`src/sv/tlv_pkg.sv`:
```
package tlv_pkg;

	// Default depth of each per-link decoded-byte queue.
	localparam int QUEUE_DEPTH_DEF = 16;

	// Number of redundant links.
	localparam int LINKS = 3;

	// Configuration register indexes.
	localparam logic [1:0] CFG_ESCAPE_CODE   = 2'd0;
	localparam logic [1:0] CFG_FILL_CODE     = 2'd1;
	localparam logic [1:0] CFG_FLIP_MASK     = 2'd2;
	localparam logic [1:0] CFG_DISAGREE_CODE = 2'd3;

	// Configuration reset values.
	localparam logic [7:0] ESCAPE_CODE_RST   = 8'h7D;
	localparam logic [7:0] FILL_CODE_RST     = 8'h55;
	localparam logic [7:0] FLIP_MASK_RST     = 8'h20;
	localparam logic [7:0] DISAGREE_CODE_RST = 8'h3F;

	// Link index that names no link.
	localparam logic [1:0] LINK_NONE = 2'd3;

	// Terminal mark of a link.
	typedef enum logic [1:0] {
		TERM_NONE    = 2'd0,
		TERM_END     = 2'd1,
		TERM_CORRUPT = 2'd2
	} term_t;

	// Kind of a result beat.
	typedef enum logic [1:0] {
		KIND_VOTE     = 2'd0,
		KIND_FINISHED = 2'd1,
		KIND_CORRUPT  = 2'd2
	} kind_t;

endpackage

```
`src/sv/tlv_fifo.sv`:
```
module tlv_fifo #(
	parameter int DEPTH = tlv_pkg::QUEUE_DEPTH_DEF,
	localparam int PTR_W = (DEPTH > 1) ? $clog2(DEPTH) : 1,
	localparam int CNT_W = $clog2(DEPTH + 1)
) (
	input  logic             clk,
	input  logic             arst_n,
	input  logic             push,
	input  logic [7:0]       push_data,
	input  logic             pop,
	output logic [7:0]       head,
	output logic [CNT_W-1:0] count
);

	logic [7:0]       mem [0:DEPTH-1];
	logic [PTR_W-1:0] wr_ptr_q;
	logic [PTR_W-1:0] rd_ptr_q;
	logic [CNT_W-1:0] count_q;
	logic [7:0]       head_q;
	logic             empty;
	logic             eff_push;
	logic             eff_pop;
	logic [PTR_W-1:0] rd_ptr_next;
	logic [PTR_W-1:0] wr_ptr_inc;
	logic [PTR_W-1:0] rd_ptr_inc;

	// A push and a pop on an empty queue cancel: the byte is not stored.
	always_comb begin
		empty      = (count_q == '0);
		eff_pop    = pop && !empty;
		eff_push   = push && !(pop && empty);
		wr_ptr_inc = (wr_ptr_q == PTR_W'(DEPTH - 1)) ? '0 : wr_ptr_q + 1'b1;
		rd_ptr_inc = (rd_ptr_q == PTR_W'(DEPTH - 1)) ? '0 : rd_ptr_q + 1'b1;
		rd_ptr_next = eff_pop ? rd_ptr_inc : rd_ptr_q;
	end

	// Pointers and occupancy.
	always_ff @(posedge clk or negedge arst_n) begin
		if (!arst_n) begin
			wr_ptr_q <= '0;
			rd_ptr_q <= '0;
			count_q  <= '0;
		end else begin
			if (eff_push) begin
				wr_ptr_q <= wr_ptr_inc;
			end
			rd_ptr_q <= rd_ptr_next;
			if (eff_push && !eff_pop) begin
				count_q <= count_q + 1'b1;
			end else if (eff_pop && !eff_push) begin
				count_q <= count_q - 1'b1;
			end
		end
	end

	// Storage with a prefetched head: the entry that will be at the front
	// next cycle is read now, bypassing a write to the same slot.
	always_ff @(posedge clk) begin
		if (eff_push) begin
			mem[wr_ptr_q] <= push_data;
		end
		if (eff_push && (wr_ptr_q == rd_ptr_next)) begin
			head_q <= push_data;
		end else begin
			head_q <= mem[rd_ptr_next];
		end
	end

	assign head  = head_q;
	assign count = count_q;

endmodule

```
`src/sv/triple_link_unstuff_majority_voter_top.sv`:
```
// Triple-link byte voter with per-link byte unstuffing. Raw bytes or end marks
// from three redundant links enter as beats on the input channel; each link
// drops fill bytes and unmasks the byte after an escape, and queues decoded
// bytes in its own FIFO of QUEUE_DEPTH entries. Once every link holds a byte
// or a terminal mark, one result beat is produced: a 2-of-3 majority byte (or
// the disagree code), finished, or a corrupt-stream error; after finished or
// an error the block ignores all input until reset. One input beat is taken
// every cycle, limited only by the result side holding off; a beat passes
// through the input register, and the result it causes is registered in the
// result register. Each FIFO has one write and one registered read port, with
// the head prefetched from the entry that will be at the front after a pop.
module triple_link_unstuff_majority_voter_top #(
	parameter int QUEUE_DEPTH = tlv_pkg::QUEUE_DEPTH_DEF
) (
	input  logic       clk,
	input  logic       arst_n,
	input  logic       in_valid,
	output logic       in_ready,
	input  logic [1:0] link_index,
	input  logic [7:0] raw_byte,
	input  logic       stream_end,
	output logic       out_valid,
	input  logic       out_ready,
	output logic [1:0] result_kind,
	output logic [7:0] voted_byte,
	output logic       majority_found,
	input  logic       cfg_we,
	input  logic [1:0] cfg_index,
	input  logic [7:0] cfg_data
);

	localparam int CNT_W = $clog2(QUEUE_DEPTH + 1);
	localparam int NL    = tlv_pkg::LINKS;

	// Configuration registers.
	logic [7:0] escape_code_q;
	logic [7:0] fill_code_q;
	logic [7:0] flip_mask_q;
	logic [7:0] disagree_code_q;

	// Input register.
	logic       valid_s1;
	logic [1:0] link_s1;
	logic [7:0] raw_s1;
	logic       end_s1;

	// Per-link state.
	logic                  esc_pend_q [NL];
	tlv_pkg::term_t        term_q     [NL];
	logic                  halted_q;

	// Queue interface.
	logic                  q_push  [NL];
	logic                  q_pop   [NL];
	logic [7:0]            q_head  [NL];
	logic [CNT_W-1:0]      q_count [NL];

	// Result register.
	logic                  out_valid_q;
	tlv_pkg::kind_t        kind_q;
	logic [7:0]            voted_q;
	logic                  maj_q;

	// Processing signals.
	logic                  proc_en;
	logic                  hit        [NL];
	logic                  decoded    [NL];
	logic                  has_byte   [NL];
	logic                  link_rdy   [NL];
	logic [7:0]            front      [NL];
	logic                  esc_next   [NL];
	tlv_pkg::term_t        term_next  [NL];
	logic [7:0]            push_data;
	logic                  round;
	logic                  any_corrupt;
	logic                  any_end;
	logic                  halt_now;
	tlv_pkg::kind_t        kind_d;
	logic [7:0]            voted_d;
	logic                  maj_d;

	// The stage advances whenever the result register is free or draining.
	assign proc_en  = valid_s1 && (!out_valid_q || out_ready);
	assign in_ready = !valid_s1 || proc_en;

	// Configuration writes.
	always_ff @(posedge clk or negedge arst_n) begin
		if (!arst_n) begin
			escape_code_q   <= tlv_pkg::ESCAPE_CODE_RST;
			fill_code_q     <= tlv_pkg::FILL_CODE_RST;
			flip_mask_q     <= tlv_pkg::FLIP_MASK_RST;
			disagree_code_q <= tlv_pkg::DISAGREE_CODE_RST;
		end else if (cfg_we) begin
			case (cfg_index)
				tlv_pkg::CFG_ESCAPE_CODE:   escape_code_q   <= cfg_data;
				tlv_pkg::CFG_FILL_CODE:     fill_code_q     <= cfg_data;
				tlv_pkg::CFG_FLIP_MASK:     flip_mask_q     <= cfg_data;
				tlv_pkg::CFG_DISAGREE_CODE: disagree_code_q <= cfg_data;
				default: ;
			endcase
		end
	end

	// Input register control.
	always_ff @(posedge clk or negedge arst_n) begin
		if (!arst_n) begin
			valid_s1 <= 1'b0;
		end else if (in_ready) begin
			valid_s1 <= in_valid;
		end
	end

	// Input register payload.
	always_ff @(posedge clk) begin
		if (in_ready && in_valid) begin
			link_s1 <= link_index;
			raw_s1  <= raw_byte;
			end_s1  <= stream_end;
		end
	end

	assign push_data = raw_s1 ^ (esc_pend_q[link_s1 == tlv_pkg::LINK_NONE ? 2'd0 : link_s1]
		? flip_mask_q : 8'h00);

	// Per-link unstuffing and readiness for a round.
	always_comb begin
		for (int i = 0; i < NL; i++) begin
			hit[i] = proc_en && !halted_q && (link_s1 == 2'(i)) &&
				(term_q[i] == tlv_pkg::TERM_NONE);
			decoded[i] = hit[i] && !end_s1 && (esc_pend_q[i] ||
				((raw_s1 != escape_code_q) && (raw_s1 != fill_code_q)));
			q_push[i] = decoded[i] && (q_count[i] != CNT_W'(QUEUE_DEPTH));
			term_next[i] = term_q[i];
			esc_next[i]  = esc_pend_q[i];
			if (hit[i]) begin
				if (end_s1) begin
					term_next[i] = esc_pend_q[i] ? tlv_pkg::TERM_CORRUPT : tlv_pkg::TERM_END;
					esc_next[i]  = 1'b0;
				end else if (esc_pend_q[i]) begin
					esc_next[i] = 1'b0;
				end else begin
					esc_next[i] = (raw_s1 == escape_code_q);
				end
				if (decoded[i] && !q_push[i]) begin
					term_next[i] = tlv_pkg::TERM_CORRUPT;
				end
			end
			has_byte[i] = (q_count[i] != '0) || q_push[i];
			front[i]    = (q_count[i] == '0) ? push_data : q_head[i];
			link_rdy[i] = has_byte[i] || (term_next[i] != tlv_pkg::TERM_NONE);
		end
	end

	// Round resolution and vote.
	always_comb begin
		round       = hit[0] || hit[1] || hit[2];
		any_corrupt = 1'b0;
		any_end     = 1'b0;
		for (int i = 0; i < NL; i++) begin
			round = round && link_rdy[i];
			if (!has_byte[i] && (term_next[i] == tlv_pkg::TERM_CORRUPT)) begin
				any_corrupt = 1'b1;
			end
			if (!has_byte[i] && (term_next[i] == tlv_pkg::TERM_END)) begin
				any_end = 1'b1;
			end
		end
		halt_now = round && (any_corrupt || any_end);
		for (int i = 0; i < NL; i++) begin
			q_pop[i] = round && !(any_corrupt || any_end);
		end
		if (any_corrupt) begin
			kind_d  = tlv_pkg::KIND_CORRUPT;
			voted_d = 8'h00;
			maj_d   = 1'b0;
		end else if (any_end) begin
			kind_d  = tlv_pkg::KIND_FINISHED;
			voted_d = 8'h00;
			maj_d   = 1'b0;
		end else if ((front[0] == front[1]) || (front[1] == front[2])) begin
			kind_d  = tlv_pkg::KIND_VOTE;
			voted_d = front[1];
			maj_d   = 1'b1;
		end else if (front[0] == front[2]) begin
			kind_d  = tlv_pkg::KIND_VOTE;
			voted_d = front[2];
			maj_d   = 1'b1;
		end else begin
			kind_d  = tlv_pkg::KIND_VOTE;
			voted_d = disagree_code_q;
			maj_d   = 1'b0;
		end
	end

	// Per-link decoded-byte queues.
	for (genvar g = 0; g < NL; g++) begin : g_link
		tlv_fifo #(
			.DEPTH (QUEUE_DEPTH)
		) u_fifo (
			.clk       (clk),
			.arst_n    (arst_n),
			.push      (q_push[g]),
			.push_data (push_data),
			.pop       (q_pop[g]),
			.head      (q_head[g]),
			.count     (q_count[g])
		);
	end

	// Link state and halt flag.
	always_ff @(posedge clk or negedge arst_n) begin
		if (!arst_n) begin
			for (int i = 0; i < NL; i++) begin
				esc_pend_q[i] <= 1'b0;
				term_q[i]     <= tlv_pkg::TERM_NONE;
			end
			halted_q <= 1'b0;
		end else begin
			for (int i = 0; i < NL; i++) begin
				esc_pend_q[i] <= esc_next[i];
				term_q[i]     <= term_next[i];
			end
			if (halt_now) begin
				halted_q <= 1'b1;
			end
		end
	end

	// Result register control.
	always_ff @(posedge clk or negedge arst_n) begin
		if (!arst_n) begin
			out_valid_q <= 1'b0;
		end else if (round) begin
			out_valid_q <= 1'b1;
		end else if (out_ready) begin
			out_valid_q <= 1'b0;
		end
	end

	// Result register payload.
	always_ff @(posedge clk) begin
		if (round) begin
			kind_q  <= kind_d;
			voted_q <= voted_d;
			maj_q   <= maj_d;
		end
	end

	assign out_valid      = out_valid_q;
	assign result_kind    = kind_q;
	assign voted_byte     = voted_q;
	assign majority_found = maj_q;

`ifndef SYNTHESIS
	// Once halted, no further round may resolve.
	a_halt_blocks: assert property (@(posedge clk) disable iff (!arst_n)
		halted_q |-> !round)
		else $error("round resolved while halted");

	// A finished or corrupt result halts the block in the next cycle.
	a_halt_follows: assert property (@(posedge clk) disable iff (!arst_n)
		halt_now |=> halted_q)
		else $error("halt flag not set after terminal result");

	// A round never overwrites a result that is still waiting.
	a_no_overwrite: assert property (@(posedge clk) disable iff (!arst_n)
		(out_valid_q && !out_ready) |-> !round)
		else $error("result overwritten before it was taken");

	// At most one link is touched by a beat.
	a_one_link: assert property (@(posedge clk) disable iff (!arst_n)
		$onehot0({hit[2], hit[1], hit[0]}))
		else $error("more than one link updated by one beat");

	// A pop only happens on a link that holds a byte.
	a_pop_has_byte: assert property (@(posedge clk) disable iff (!arst_n)
		q_pop[0] |-> (has_byte[0] && has_byte[1] && has_byte[2]))
		else $error("pop on a link without a byte");
`endif

endmodule
```
`config.mk`:
```
export PLATFORM = sky130hd
export DESIGN_NAME = triple_link_unstuff_majority_voter_top
export DESIGN_NICKNAME = d
export VERILOG_FILES = /design/src/sv/tlv_pkg.sv /design/src/sv/tlv_fifo.sv /design/src/sv/triple_link_unstuff_majority_voter_top.sv
export SDC_FILE = /design/constraint.sdc
export NUM_CORES = 1
export LEC_CHECK = 0
export BUFFER_PORTS_ARGS = -buffer_cell sky130_fd_sc_hd__buf_2
export CAP_MARGIN = 20
export CORE_MARGIN = 10
export CORE_UTILIZATION = 55
export CTS_BUF_LIST = sky130_fd_sc_hd__clkbuf_8
export CTS_CLUSTER_DIAMETER = 120
export DETAILED_ROUTE_END_ITERATION = 8
export GPL_TIMING_DRIVEN = 0
export PLACE_DENSITY = 0.71
export SLEW_MARGIN = 25
export SYNTH_ARGS = -nofsm -noshare
export SYNTH_HDL_FRONTEND = slang
export SYNTH_SLANG_ARGS = --single-unit
```
`constraint.sdc`:
```
create_clock -name clk -period 11.6 [get_ports clk]
set_clock_uncertainty 0.05 [all_clocks]
set_input_delay 1.16 -clock clk [delete_from_list [all_inputs] [get_ports clk]]
set_output_delay 1.16 -clock clk [all_outputs]
set_load 0.02 [all_outputs]
```
# Word level (Yosys, flattened, before mapping)
# Memory sizes are Yosys's and may differ from the RTL's. A register that Yosys moved wholly into a read port is not among the register bits.
# Cells that the tools add are included.
# Widths: inputs -> output; s select.
[op_classes] n_addsub=12 mul=0 div_mod_pow=0 n_lt_le_gt_ge=1 n_eq_ne=27 shifts=0 n_mux=60 n_bitwise=2 n_reduce_logical=109
[op_table] cell="$logic_and 1x1->1" n=48
[op_table] cell="$mux 8" n=6
[op_table] cell="$mux 4" n=9
[op_table] cell="$eq 8x8->1" n=4
[op_table] cell="$mux 5" n=6
[op_table] cell="$mux 2" n=13
[op_table] cell="$mux 1" n=25
[op_table] cell="$add 4x1->4 const B" n=6
[op_table] cell="$eq 4x4->1 const B" n=6
[op_table] cell="$logic_not 1->1" n=23
[op_table] cell="$ne 8x8->1" n=2
[op_table] cell="$add 5x1->5 const B" n=3
[op_table] cell="$logic_not 5->1" n=3
[op_table] cell="$logic_or 1x1->1" n=15
[op_table] cell="$ne 5x5->1 const B" n=3
[op_table] cell="$reduce_bool 5->1" n=3
[op_table] cell="$sub 5x1->5 const B" n=3
[op_table] cell="$eq 2x2->1 const B" n=7
[op_table] cell="$reduce_bool 2->1" n=7
[op_table] cell="$eq 2x1->1 const B" n=5
[op_table] cell="$logic_not 2->1" n=5
[op_table] cell="$reduce_and 2->1" n=4
[op_table] cell="$xor 8x8->8" n=1
[op_table] cell="$ge 3x3->1 const B" n=1
[op_table] cell="3 further kinds" n=3
[word_totals] regBits=105 latch_bits=0 ramBits=384 rom_bits=0 inputBits=26 out_inout_bits=13 word_cells=242 memories=3
[memory_table] name="g_link[0].u_fifo.mem" words=16 width=8 rd=1 rd_clocked_by_memory_dff=1 wr=1 line="tlv_fifo.sv:15" text="logic [7:0] mem [0:DEPTH-1];"
[memory_table] name="g_link[1].u_fifo.mem" words=16 width=8 rd=1 rd_clocked_by_memory_dff=1 wr=1 line="tlv_fifo.sv:15"
[memory_table] name="g_link[2].u_fifo.mem" words=16 width=8 rd=1 rd_clocked_by_memory_dff=1 wr=1 line="tlv_fifo.sv:15"

# Longest topological paths before layout
# Gate-level depths: netlist of run 1.
[logic_depth] depth_word=28 mapped_depth=18 mapped_depth_nobuf=16

# By module
# A second synthesis of run 1 with hierarchy kept.
[unflattened] hier_cells=1366 hier_area_um2=22064.9
[by_module_without_submodules] mod="tlv_fifo at g_link[2].u_fifo" instances=1 cells_per_inst=299 area_per_inst_um2=5804.3 seq_area_each_um2=4249.1
[by_module_without_submodules] mod="tlv_fifo at g_link[1].u_fifo" instances=1 cells_per_inst=300 area_per_inst_um2=5801.8 seq_area_each_um2=4249.1
[by_module_without_submodules] mod="tlv_fifo at g_link[0].u_fifo" instances=1 cells_per_inst=299 area_per_inst_um2=5795.6 seq_area_each_um2=4249.1
[by_module_without_submodules] mod="triple_link_unstuff_majority_voter_top" instances=1 cells_per_inst=468 area_per_inst_um2=4663.2 seq_area_each_um2=1783.0

# Least setup slack after synthesis of run 1
# No wires, ideal clock.
[synth_path] kind="input -> register" startpoint="in out_ready" endpoint="reg g_link[0].u_fifo.count_q[4]" setup_ns=0.123 arrival_ns=4.518 required_ns=11.427 path_slack_ns=6.909 cell_stages=17 path_buffers=1 cell_sequence="nor2b_1 -> nor4_1 -> or3b_1 -> o31ai_2 -> a41o_1 -> a311o_1 -> o21ai_2 -> a21oi_2 -> buf_2 -> ha_1 -> inv_1 -> fa_1 -> a21o_1 -> a21oi_1 -> xnor2_1 -> nor2_1 -> xnor2_1"
[synth_lines] element="start: declaration" line="triple_link_unstuff_majority_voter_top.sv:23" text="input logic out_ready,"
[synth_lines] element="end signal: assignment" line="tlv_fifo.sv:49" text="count_q <= count_q + 1'b1;"
[synth_lines] element="end signal: assignment" line="tlv_fifo.sv:51" text="count_q <= count_q - 1'b1;"
[synth_lines] element="end: declaration" line="tlv_fifo.sv:18" text="logic [CNT_W-1:0] count_q;"

# Worst setup path in the final report of run 1
[layout_path] startpoint="reg raw_s1[1]" endpoint="reg g_link[0].u_fifo.count_q[4]"
[layout_via] elab_chain_len=23 word_cells_on_any_way=70 classes_between="8 x eq/ne; 13 x mux; 49 x reduce/logical"
[layout_rtl] element="start: declaration" line="triple_link_unstuff_majority_voter_top.sv:44" text="logic [7:0] raw_s1;"
[layout_rtl] element="start signal: assignment" line="triple_link_unstuff_majority_voter_top.sv:117" text="raw_s1 <= raw_byte;"
[layout_rtl] element="$ne 8x8->1" line="triple_link_unstuff_majority_voter_top.sv:131" text="((raw_s1 != escape_code_q) && (raw_s1 != fill_code_q)));"
[layout_rtl] element="$logic_and 1x1->1 (*)" line="triple_link_unstuff_majority_voter_top.sv:131"
[layout_rtl] element="$logic_or 1x1->1" line="triple_link_unstuff_majority_voter_top.sv:130" text="decoded[i] = hit[i] && !end_s1 && (esc_pend_q[i] ||"
[layout_rtl] element="$logic_and 1x1->1" line="triple_link_unstuff_majority_voter_top.sv:130"
[layout_rtl] element="$logic_and 1x1->1" line="triple_link_unstuff_majority_voter_top.sv:132" text="q_push[i] = decoded[i] && (q_count[i] != CNT_W'(QUEUE_DEPTH));"
[layout_rtl] element="$logic_not 1->1" line="triple_link_unstuff_majority_voter_top.sv:144" text="if (decoded[i] && !q_push[i]) begin"
[layout_rtl] element="$logic_and 1x1->1" line="triple_link_unstuff_majority_voter_top.sv:144"
[layout_rtl] element="$mux 2" line="triple_link_unstuff_majority_voter_top.sv:144"
[layout_rtl] element="[... 8 more ...]"
[layout_rtl] element="$logic_and 1x1->1" line="triple_link_unstuff_majority_voter_top.sv:170" text="q_pop[i] = round && !(any_corrupt || any_end);"
[layout_rtl] element="$logic_and 1x1->1" line="tlv_fifo.sv:31" text="eff_push = push && !(pop && empty);"
[layout_rtl] element="$logic_not 1->1" line="tlv_fifo.sv:31"
[layout_rtl] element="$logic_and 1x1->1 (*)" line="tlv_fifo.sv:31"
[layout_rtl] element="named net g_link[0].u_fifo.eff_push" line="tlv_fifo.sv:21" text="logic eff_push;"
[layout_rtl] element="$logic_not 1->1" line="tlv_fifo.sv:50" text="end else if (eff_pop && !eff_push) begin"
[layout_rtl] element="$logic_and 1x1->1" line="tlv_fifo.sv:50"
[layout_rtl] element="$reduce_bool 2->1 (no source line)"
# Mark *: on every way through the listed nets, which the timed path passes. The rest lies on a longest branch.
# A chain may end at the register's enable or synchronous reset.

==> results of run 1 <==
-- cells in the final DEF (no fill, tap or decap), types with 11 or more instances in the layout --
master    instances
mux2_2           53
nand2_1          66
inv_1            61
nor2b_1          19
edfxtp_1        406
dfrtp_1          66
a22oi_1          17
nor2_1           30
ha_1             27
a31oi_1          11
mux2i_1          70
dfstp_2          17
dfxtp_1          12
buf_4            11
buf_2            56
clkinv_1         13
o21ai_0          21
clkbuf_1         21
xnor2_1          45
mux4_2           72
a21oi_1          28
xor2_1           21
clkbuf_8         86
o22ai_1          14
nand2b_1         20
and2_1           20
nor3_1           13
and3_1           30
nand3_1          21
a21o_1           13
nand4_1          15
-- metal layers --
| metal | global-route usage (%) | vias up |
|---|---|---|
| met3 | 4.47 | 95 |
| met2 | 32.7 | 479 |
| met5 | 0 | - |
| li1 | - | 5541 |
| met1 | 29.2 | 6426 |
| met4 | 7.58 | 2 |
-- kinds of logic (layout without fill, tap and decap cells) --
group,Yosys count,after routing
AOI/OAI and AO/OA,172,172
muxes,195,195
buffers and inverters,92,288
adders and majority gates,30,30
and+or+nand+nor,284,284
DFF,501,501
xor gates and xnor gates,67,67
-- power breakdown --
group | switching [uW] | total [uW] | internal [uW]
sequential | 121 | 2330 | 2210
combinational | 1160 | 1960 | 794
clock | 691 | 1450 | 757
-- stage by stage --
step           utilization [%]  cells
5_1_grt                   62.7   2055
3_5_place_dp              58.7   1906
3_3_place_gp              58.1   1897
2_1_floorplan                -   1341
4_1_cts                   62.7   2055
6_report                  62.7   2055
-- worst max-delay path, stage by stage, from the launching register on --
cell and delay [ns]:
edfxtp_1 0.53, xnor2_1 0.20, nand4_1 0.20, o22ai_1 0.68, a221oi_1 0.29, nor4b_1 0.63, a221o_4 0.37, o21ai_2 0.11
a21oi_2 0.35, buf_2 0.28, ha_1 0.21, inv_1 0.11, fa_1 0.42, a21o_1 0.18, a21oi_1 0.17, xnor2_1 0.14
nor2_1 0.07, xnor2_1 0.13
-- worst paths after layout --
kind,to,slack [ns]
max in group asynchronous,escape_code_q[3],10.52
hold / removal,g_link[2].u_fifo.wr_ptr_q[0],0.30
setup reg to reg,g_link[0].u_fifo.count[4],6.35
setup / recovery,g_link[0].u_fifo.count[4],6.35
hold reg to reg,halted_q,0.42
min in group clk,halted_q,0.42
-- state kept, by name (all words and copies together) (netlist names), 2 cells and up, named ones only --
name                    flops
disagree_code_q             8
esc_pend_q                  3
escape_code_q               8
fill_code_q                 8
flip_mask_q                 8
g_link.u_fifo.count        15
g_link.u_fifo.mem         384
g_link.u_fifo.rd_ptr_q     12
g_link.u_fifo.wr_ptr_q     12
link_s1                     2
raw_s1                      8
result_kind                 2
term_q                      6
voted_byte                  8
-- layout make-up --
| cell class | instances | area [um^2] | area share (%) |
|---|---|---|---|
| clock inverter | 63 | 350 | 1.44 |
| sequential | 501 | 14500 | 59.7 |
| tap | 518 | 648 | 2.66 |
| clock buffer | 86 | 1180 | 4.86 |
| multi-input combinational | 748 | 6790 | 27.9 |
| inverter | 35 | 131 | 0.540 |
| timing repair buffer | 47 | 377 | 1.55 |
| buffer | 57 | 328 | 1.35 |
==> results.md, run 1 <==
* Setup WS pre-CTS at 6.12 ns
* Area post-placement at 22800 um^2
* Vias in the first global route at 12700
* Critical path type: reg -> reg
* # fillers at 2823
* Max VDD drop at 0.141 mV
* Detailed placement HPWL at 33200 um
* Fraction of layout cells with a size suffix above 1 at 23.4%
* Die H at 219 um
* Max cap viols at 0
* CORE AREA at 38800 um^2
* Setup crit end kind: flop
* Static leakage at 0.00865 uW
* Chip width at 219 um
* CP arrival at 5.71 ns
* Mux contribution to synthesized area at 13.4%
* Most common cell in the synthesized netlist: edfxtp_1
* Site Rows at 72
* Largest net degree at the start of global routing at 72
* Pwr Total at 5730 uW
* Routability Congestion at 0.885
* Main flop type after synthesis: edfxtp_1
* Initial Util at 56.0%
* Synth Cell Area at 21700 um^2
* GR Overflow Total at 0
* Synth top area share at 56.1%
* CTS Hold Bufs at 0
* Worst slew pin tran at 1.05 ns
* FF-to-FF Start: raw_s1[1]
* Max layer used: met5
* Clk Latency, worst-skew pair at 0.64 ns
* Top Ports at 39
* Crit path launch type: flop
* Met2 WL post-DR at 23700 um
* All-Layer GR Usage at 21.1%
* H-tree depth at 3
* Status: complete, no violations
* Peak Freq at 0.191 GHz
* Die ar. at 47900 um^2
* Buffers on Ports at 38
* Relative slew slack at 29.3%
* Synth Register Bits at 501
* DR DRC count at 0
* Final hold vios at 0
* Via Count at 12500
* Largest family of logic cells by synthesized area: multiplexers
* Post-synthesis compound-gate area fraction at 5.76%
* PostCTS Resize Cnt at 0
* Fin crit period at 5.25 ns
* # diodes at 0
* Post-synth cell types at 82
* First-pass GRT wire length at 77000 um
* Post-synth EDFFs at 406
* Mapped Nets at 1397
* R2r worst-path depth at 17
* Worst Path Required at 12.06 ns
* Bufs on Longest Clock Path at 3
* Gate count of the mapped netlist at 1341
* Post-synth top cells: edfxtp_1 (406), mux4_2 (72), mux2i_1 (70), dfrtp_1 (66), nand2_1 (66)
* Final Hold Slack at 0.299 ns
* Routed Antenna Nets at 0
* CP max FO at 10
* Slew Limit Fails at 0
* FFs w/ async S/R, synth at 16.6%
* Final WS setup at 6.35 ns
* Synth Area in Adders at 1.83%
* Routed wl met3 at 3750 um
* Initial drt markers at 1219
* Fin area at 24300 um^2
* Synth top area cells: edfxtp_1 (56%), dfrtp_1 (7.6%), mux4_2 (7.5%)
* Critical Path Start: raw_s1[1]
* HP Class: in -> async
* # nets final at 1527
* Drt pass-1 iters at 8
* Crit share post-route at 45.3%
* Total setup buffers inserted after CTS at 0
* P per Cell Area at 236 nW/um^2
* Final setup viols at 0
* Largest area contributor in the netlist: edfxtp_1
* Post-synthesis sequential area ratio at 66.8%
* Final wirelength at 49700 um
* Initial antenna violation count at 2
* CTS tree: built
* Vias/cell at 6.10
* Syn_area_per_cell at 16.2 um^2
* RSZ-0062 raised after global routing: false
* Sink Count at 501
* Area Growth Syn to Fin at 12.0%
* Syn. warnings at 0
* Post-Synth XOR/XNOR Area at 2.70%
* Post-Synth Simple-Gate Area at 7.33%
* Clock transition at path regs at 0.07 ns
* Routed length per placed instance at 24.2 um
* CTS root buf: clkbuf_8
* Cts bufs inserted at 81
* Setup TNS at 0 ns
* Met1 Wirelength at 20900 um
(Power assumes the default switching activity.)
==> run 2: changes to the inputs <==
ABC_AREA = 1   (was default)
clock period = 4.9 ns   (was 11.6 ns; I/O delays follow)
==> results.md, run 2 <==
* Syn_area_per_cell at 9.67 um^2 (was 16.2 um^2)
* Die ar. at 50400 um^2 (was 47900 um^2)
* Clk Latency, worst-skew pair at 0.66 ns (was 0.64 ns)
* Final hold vios at 0 (unchanged)
* Multi-input gate area at 7250 um^2 (was 6790 um^2)
* RSZ-0062 raised after global routing: false (unchanged)
* Synth top area cells: edfxtp_1 (53%), nand2_1 (14%), nand3_1 (7.7%) (was edfxtp_1 (56%), dfrtp_1 (7.6%), mux4_2 (7.5%))
* CP arrival at 4.84 ns (was 5.71 ns)
* First-pass GRT wire length at 90500 um (was 77000 um)
* Synth Cell Area at 23000 um^2 (was 21700 um^2)
* Most flops, register: g_link.u_fifo.mem (unchanged)
* Final WS setup at 0.585 ns (was 6.35 ns)
* All-Layer GR Usage at 22.9% (was 21.1%)
* Fraction of layout cells with a size suffix above 1 at 11.0% (was 23.4%)
* Buffers on Ports at 38 (unchanged)
* Syn. warnings at 0 (unchanged)
* Routed length per placed instance at 18.7 um (was 24.2 um)
* Commonest non-fill, non-tap cell in the layout: nand2_1 (was edfxtp_1)
* Initial Util at 55.9% (was 56.0%)
* Gate count of the mapped netlist at 2376 (was 1341)
* Routed Antenna Nets at 0 (unchanged)
* Register area at 14500 um^2 (unchanged)
* Worst slew pin tran at 1.02 ns (was 1.05 ns)
* CP max FO at 17 (was 10)
* Post-Synth XOR/XNOR Area at 0.915% (was 2.70%)
* H-tree depth at 3 (unchanged)
* Largest net degree at the start of global routing at 52 (was 72)
* Slew Limit Fails at 0 (unchanged)
* PostCTS Resize Cnt at 0 (unchanged)
* HP Class: in -> reg (was in -> async)
* Util after Layout at 62.6% (was 62.7%)
* Status: complete, no violations (unchanged)
* Synth Area in Adders at 1.73% (was 1.83%)
* Synth Register Bits at 501 (unchanged)
* Mapped Nets at 2432 (was 1397)
* Die H at 224 um (was 219 um)
* Post-synthesis sequential area ratio at 63.2% (was 66.8%)
* Routability Congestion at 0.906 (was 0.885)
* GR Overflow Total at 0 (unchanged)
* Sink Count at 501 (unchanged)
* Fin crit period at 4.32 ns (was 5.25 ns)
* Post-synth EDFFs at 406 (unchanged)
* Final setup viols at 0 (unchanged)
* Post-Synth Simple-Gate Area at 26.2% (was 7.33%)
* Most common cell in the synthesized netlist: nand2_1 (was edfxtp_1)
* Worst Path Required at 5.42 ns (was 12.06 ns)
* Total setup buffers inserted after CTS at 0 (unchanged)
* Main flop type after synthesis: edfxtp_1 (unchanged)
* Crit share post-route at 88.1% (was 45.3%)
* Largest family of logic cells by synthesized area: simple AND/OR/NAND/NOR gates (was multiplexers)
* Post-synth cell types at 43 (was 82)
* Static leakage at 0.0108 uW (was 0.00865 uW)
* CTS Hold Bufs at 14 (was 0)
* Setup TNS at 0 ns (unchanged)
* # fillers at 3335 (was 2823)
* Final wirelength at 58200 um (was 49700 um)
* CORE AREA at 41100 um^2 (was 38800 um^2)
* Drt pass-1 iters at 8 (unchanged)
* FFs w/ async S/R, synth at 16.6% (unchanged)
* Pwr Total at 8740 uW (was 5730 uW)
* Setup crit end kind: flop (unchanged)
* Slowest CP cell: nor2_4 (was o22ai_1)
* Chip width at 224 um (was 219 um)
* Area Growth Syn to Fin at 11.9% (was 12.0%)
* # diodes at 0 (unchanged)
* Largest register FFs at 384 (unchanged)
* # nets final at 2574 (was 1527)
* Relative slew slack at 32.0% (was 29.3%)
* Cts bufs inserted at 81 (unchanged)
* Critical path type: reg -> reg (unchanged)
* Initial drt markers at 1689 (was 1219)
* Bufs on Longest Clock Path at 3 (unchanged)
* DR DRC count at 0 (unchanged)
* Max cap viols at 0 (unchanged)
* Peak Freq at 0.232 GHz (was 0.191 GHz)
* Vias/cell at 5.53 (was 6.10)
* Mux contribution to synthesized area at 0% (was 13.4%)
* P per Cell Area at 340 nW/um^2 (was 236 nW/um^2)
* Setup WS pre-CTS at 0.626 ns (was 6.12 ns)
* Largest area contributor in the netlist: edfxtp_1 (unchanged)
* Post-synthesis compound-gate area fraction at 2.60% (was 5.76%)
* Crit path launch type: flop (unchanged)
* Detailed placement HPWL at 39600 um (was 33200 um)
* CTS root buf: clkbuf_8 (unchanged)
* Most frequent cells in the layout: nand2_1 (853), edfxtp_1 (406), nand3_1 (355) (was edfxtp_1 (406), clkbuf_8 (86), mux4_2 (72))
* Synth top area share at 53.0% (was 56.1%)
* Site Rows at 74 (was 72)
* Top Ports at 39 (unchanged)
* Most frequent CP cell: nand2_1 (was xnor2_1)
* Initial antenna violation count at 0 (was 2)
* Post-synth top cells: nand2_1 (861), edfxtp_1 (406), nand3_1 (355), inv_1 (200), nor2_1 (118) (was edfxtp_1 (406), mux4_2 (72), mux2i_1 (70), dfrtp_1 (66), nand2_1 (66))
* CTS tree: built (unchanged)
* Worst path max stage delay at 0.62 ns (was 0.68 ns)
* Clock transition at path regs at 0.06 ns (was 0.07 ns)
* Vias in the first global route at 16800 (was 12700)
* Max VDD drop at 0.229 mV (was 0.141 mV)
* Via Count at 17200 (was 12500)
## run 2: cells by family (layout without fill, tap and decap cells)
logic type,Yosys count,count (layout)
and+or+nand+nor,1408,1408
DFF,501,501
buffers and inverters,300,507
AOI/OAI and AO/OA,113,113
adders and majority gates,30,30
xor gates and xnor gates,24,24
## run 2: critical path: cells and delay by family (launching register included)
family	cells	cell delay (ns)
buffers and inverters	3	0.30
adders and majority gates	2	0.54
AOI/OAI and AO/OA	1	0.16
xor gates and xnor gates	1	0.16
and+or+nand+nor	19	2.56
DFF	1	0.47
## run 2: through the flow
stage,std cells,hold slack (ns),cell area (um^2)
floorplan,2376,0.144,23000
global placement,2946,0.405,23800
detailed placement,2953,0.369,24000
CTS,3115,0.0757,25700
global route,3115,0.123,25700
finish,3115,0.111,25700
## run 2: final timing paths
path | from | end | slack, ns | cells after the start
setup reg to reg | raw_s1[4] | g_link[2].u_fifo.count[4] | 0.58 | 26
max in group asynchronous | arst_n | flip_mask_q[5] | 3.91 | 3
hold / removal | cfg_data[1] | disagree_code_q[1] | 0.11 | 3
min in group asynchronous | arst_n | fill_code_q[7] | 0.26 | 2
setup / recovery | raw_s1[4] | g_link[2].u_fifo.count[4] | 0.58 | 26
hold reg to reg | halted_q | halted_q | 0.43 | 2
## run 2: metal layers
metal / wire length (um) / vias up / global-route usage, % / share of wire, %
met5: 0 / - / 0 / 0
li1: - / 8165 / - / -
met4: 1450 / 0 / 7.74 / 2.5
met2: 28200 / 680 / 39.0 / 48
met3: 4460 / 119 / 4.26 / 7.7
met1: 24100 / 8259 / 29.1 / 41
## run 2: final cells by class
cell class / count / share of cell area (%)
Timing Repair Buffer: 59 / 1.88
Tap cell: 532 / 2.59
Buffer: 90 / 1.74
Multi-Input combinational cell: 1575 / 28.2
Inverter: 210 / 3.06
Sequential cell: 501 / 56.5
Clock buffer: 91 / 4.87
Clock inverter: 57 / 1.22
## run 2: where the power goes
group | internal [uW] | leakage (uW) | switching, uW
clock network | 1860 | 0.000930 | 1650
registers | 4780 | 0.00476 | 41.3
logic | 109 | 0.00516 | 304
